## src/design/triangle_fill_rasterizer_defines.svh

```systemverilog
// assertion macros for the triangle fill rasterizer
`ifndef TRIANGLE_FILL_RASTERIZER_DEFINES_SVH
`define TRIANGLE_FILL_RASTERIZER_DEFINES_SVH

// implication in the same cycle
`define TFR_ASSERT(lbl, ante, cons, msg) \
	lbl: assert property (@(posedge clk) disable iff (!arst_n) (ante) |-> (cons)) \
		else $error(msg);

// implication in the next cycle
`define TFR_ASSERT_NEXT(lbl, ante, cons, msg) \
	lbl: assert property (@(posedge clk) disable iff (!arst_n) (ante) |=> (cons)) \
		else $error(msg);

`endif

```

## src/design/tfr_pkg.sv

```systemverilog
// shared types, constants and helpers of the triangle fill rasterizer
`timescale 1ns / 1ps
package tfr_pkg;
	localparam int MAX_WIDTH_DEF  = 128;
	localparam int MAX_HEIGHT_DEF = 128;

	localparam int CW     = 16;
	localparam int EW     = 40;
	localparam int CNT_W  = 15;
	localparam logic [CNT_W-1:0] CNT_MAX = '1;

	localparam logic [7:0] ALPHA_OPAQUE = 8'hFF;

	localparam int IN_DW  = 128;
	localparam int OUT_DW = 48;

	localparam logic OP_FILL = 1'b0;
	localparam logic OP_READ = 1'b1;

	localparam logic [2:0] REG_FRAME_WIDTH  = 3'd0;
	localparam logic [2:0] REG_FRAME_HEIGHT = 3'd1;
	localparam logic [2:0] REG_CLIP_LEFT    = 3'd2;
	localparam logic [2:0] REG_CLIP_TOP     = 3'd3;
	localparam logic [2:0] REG_CLIP_SPAN_X  = 3'd4;
	localparam logic [2:0] REG_CLIP_SPAN_Y  = 3'd5;

	typedef struct packed {
		logic load;
		logic clear;
		logic box;
		logic mul;
		logic edge_init;
		logic step;
		logic read_mem;
		logic emit;
	} cmd_t;

	typedef struct packed {
		logic clr_last;
		logic is_read;
		logic skip;
		logic walk_last;
		logic pipe_busy;
		logic out_free;
	} status_t;

	// exact floor(v / 255) for v up to 255 * 255
	function automatic logic [7:0] div255(input logic [15:0] v);
		logic [16:0] t;
		t = 17'(v) + 17'(v >> 8) + 17'd1;
		return t[15:8];
	endfunction
endpackage

```

## src/design/tfr_ctrl.sv

```systemverilog
// controller state machine of the triangle fill rasterizer
`timescale 1ns / 1ps
module tfr_ctrl (
	input  logic             clk,
	input  logic             arst_n,
	input  logic             in_valid,
	output logic             in_ready,
	input  tfr_pkg::status_t status,
	output tfr_pkg::cmd_t    cmd
);
	import tfr_pkg::*;

	typedef enum logic [8:0] {
		ST_CLEAR    = 9'b000000001,
		ST_IDLE     = 9'b000000010,
		ST_BOX      = 9'b000000100,
		ST_MUL      = 9'b000001000,
		ST_EDGE     = 9'b000010000,
		ST_WALK     = 9'b000100000,
		ST_DRAIN    = 9'b001000000,
		ST_READ_MEM = 9'b010000000,
		ST_DONE     = 9'b100000000
	} state_t;

	state_t state_q, state_d;

	always_ff @(posedge clk or negedge arst_n) begin
		if (!arst_n) begin
			state_q <= ST_CLEAR;
		end else begin
			state_q <= state_d;
		end
	end

	always_comb begin
		state_d  = state_q;
		cmd      = '0;
		in_ready = 1'b0;
		unique case (state_q)
			ST_CLEAR: begin
				cmd.clear = 1'b1;
				if (status.clr_last) begin
					state_d = ST_IDLE;
				end
			end
			ST_IDLE: begin
				in_ready = 1'b1;
				if (in_valid) begin
					cmd.load = 1'b1;
					state_d  = ST_BOX;
				end
			end
			ST_BOX: begin
				cmd.box = 1'b1;
				state_d = status.is_read ? ST_READ_MEM : ST_MUL;
			end
			ST_MUL: begin
				cmd.mul = 1'b1;
				state_d = ST_EDGE;
			end
			ST_EDGE: begin
				cmd.edge_init = 1'b1;
				state_d = status.skip ? ST_DONE : ST_WALK;
			end
			ST_WALK: begin
				cmd.step = 1'b1;
				if (status.walk_last) begin
					state_d = ST_DRAIN;
				end
			end
			ST_DRAIN: begin
				if (!status.pipe_busy) begin
					state_d = ST_DONE;
				end
			end
			ST_READ_MEM: begin
				cmd.read_mem = 1'b1;
				state_d = ST_DONE;
			end
			ST_DONE: begin
				if (status.out_free) begin
					cmd.emit = 1'b1;
					state_d  = ST_IDLE;
				end
			end
			default: begin
				state_d = ST_CLEAR;
			end
		endcase
	end
endmodule

```

## config.mk

```make
export PLATFORM = sky130hd
export DESIGN_NAME = tfr_ctrl
export DESIGN_NICKNAME = d
export VERILOG_FILES = /design/src/design/triangle_fill_rasterizer_defines.svh /design/src/design/tfr_pkg.sv /design/src/design/tfr_ctrl.sv
export SDC_FILE = /design/constraint.sdc
export NUM_CORES = 1
export LEC_CHECK = 0
export BUFFER_PORTS_ARGS = -buffer_cell sky130_fd_sc_hd__buf_4
export CAP_MARGIN = 20
export CORE_MARGIN = 10
export CORE_UTILIZATION = 45
export DETAILED_ROUTE_END_ITERATION = 10
export GPL_ROUTABILITY_DRIVEN = 0
export PLACE_DENSITY = 0.7
export SYNTH_ARGS = -nofsm -noshare
export SYNTH_HDL_FRONTEND = slang
export SYNTH_SLANG_ARGS = --single-unit
```

## constraint.sdc

```tcl
create_clock -name clk -period 3.4 [get_ports clk]
set_input_delay 0.17 -clock clk [delete_from_list [all_inputs] [get_ports clk]]
set_output_delay 0.17 -clock clk [all_outputs]
set_load 0.1 [all_outputs]
```

==> run metrics <==
RSZ-0062 raised after global routing=no; WHS=about 100 ps; EDFF count, synth=0; Synthesized Nets=90; YS warnings=0; post-DP HPWL=1310 um; global-route wire length before repair=2980 um; slew margin rel.=just over 60%; Compound-Gate Fraction of Synth Area=15.0%; final core occ=57.1%; mux cell area share after synthesis=1.46%; nets=107; critical path capture point type=primary output; vias in the first global route=665; period utilization=67.4%; placed cell areas=803 um2; top_reg_cell synth=dfrtp_1; maximum clock rate=about 440 MHz; Critical Path Source Type=flip-flop; largest family of logic cells by synthesized area=simple AND/OR/NAND/NOR gates; Tightest Pin Transition=560 ps; Final Hold Vio Count=0; vias=646; Regs by FF count=state_q (9); ys async rst share=100%; grt ovf=0; worst min path class=input pin to flip-flop; vias per std cell=5.72; Post-Synth XOR/XNOR Area=5.11%; Crit Path Class=flip-flop to primary output; worst slack, placed=1400 ps; adder-cell share of the synthesized area=0%; number of distinct library cells after synthesis=38; num rows=14; Mapped Cells=81; Reg2Reg Setup Slack=1450 ps; post-synthesis simple-gate area fraction=between 30% and 40%; post-CTS setup buffers=0; IO Count=18; Biggest register=state_q; sequential share of the synthesized area=33.0%; Netlist Area Pre-Place=686 um2; Pwr Density=660 nW/um2; Slew Viols, Final=0; Static Leak=roughly 0.00037 uW; CTS Hold Bufs=1; DRT Pass-1 Iters=4; Starting DRT DRC Count=5; Largest register FFs=9; worst skew pair latency=between 200 and 300 ps; largest net degree at the start of global routing=12; Worst Setup Slack, final=between 1000 and 1500 ps; Layout Skew=2.31 ps; Crit path required time=between 3000 and 4000 ps; Final setup viols=0; Die Ht=just under 60 um; Synth Register Bits=9; clk slew on worst S/H paths=60 ps; ANT nets after route=0; post-CTS resize count=0; worst IR drop on VDD=0.000542 V; share of layout cells above drive strength 1=27.8%; CP Max Fanout=10; TritonCTS Buffers=3; Clock Sinks=9; Area growth syn-to-layout=22.4%; final instance area=840 um2; Arr. time, crit path=2120 ps; status=completed; syn_area_per_cell=between 8 and 9 um2; Max Cap Viol=0; Initial Utilization=46.6%; initial antenna violation count=0; TritonCTS clock tree=yes; Die Wd=59.0 um; WL/cell=15.0 um; die area=3490 um2; Tot GR Track Use=between 10% and 20%; final WL=1690 um; Max clock buf depth=2; minimum clock period=approximately 2300 ps; core area=1470 um2; setup_tns=0 ps; CTS Root Cell=clkbuf_4; diode count=0; H-tree levels=1; DR DRC count=0; I/O Buffers=17
-- kinds of logic after synthesis --
family / after synthesis
xor gates and xnor gates: 4
DFF: 9
muxes: 1
buffers and inverters: 10
and+or+nand+nor: 42
AOI/OAI and AO/OA: 15
-- layer usage --
layer | wire length, um | track usage (%)
met1 | 762 | 13.2
met2 | 803 | 15.9
met3 | 100 | 2.15
met4 | 24 | 7.54
met5 | 0 | 0
-- cells in the final DEF (no fill, tap or decap), types with 2 or more instances in the layout --
cell type / count
nor4_2: 3
nor3_1: 3
xnor2_1: 3
o21ai_0: 2
and3_1: 2
nor2_1: 9
buf_4: 17
clkbuf_4: 3
nor2b_1: 3
a21oi_1: 2
inv_1: 4
o22ai_1: 3
nor4_1: 2
dfrtp_1: 8
nand3b_1: 2
nand3_1: 3
nand2_1: 4
nand2b_1: 4
-- synthesized netlist by cell type (all sizes together), types with 2 or more instances --
library cell	count	area share [%]
o22ai	3	2.7
nor4	6	8.6
nand3	3	2.2
nor3	3	2.2
buf	4	5.1
dfrtp	8	29
xnor2	3	3.8
o21ai	2	1.5
nor2b	3	2.7
inv	4	2.2
a21oi	2	1.5
nand2b	4	3.6
nor2	9	4.9
nand2	4	2.2
nand3b	2	2.2
and3	2	1.8
clkbuf	2	1.1
-- final timing paths --
path                       cells after the start        from          to
setup / recovery                               4  state_q[5]      cmd[0]
min in group asynchronous                      2      arst_n  state_q[8]
hold / removal                                 2    in_valid  state_q[1]
max in group asynchronous                      2      arst_n  state_q[0]
hold reg to reg                                1  state_q[0]  state_q[0]
setup reg to reg                               4  state_q[8]  state_q[1]
-- cell type report --
type | count | area, um2
fillers | 148 | 632
multi-input cells | 62 | 414
flip-flops and latches | 9 | 226
repair buffers | 18 | 138
clock buffers | 4 | 26.3
well taps | 16 | 20.0
inverters | 4 | 15.0
-- through the flow --
stage	power (uW)	cells
after floorplan	403	81
after global placement	463	108
after detailed placement	469	108
after CTS	556	113
after global routing	589	113
final	554	113
-- power by group --
part	switching, uW	internal [uW]	total [uW]	leakage, uW
combinational	225	90.0	315	0.000239
sequential	25.7	128	153	0.000121
clock	41.0	45.5	86.4	0.0000150
-- critical path, cell delays in order (launching register included) --
cell     delay [ps]
dfrtp_1         470
or4_4           640
nor4_2          260
and3_1          190
buf_4           290
Note: power is estimated with default switching activity, not from simulation.
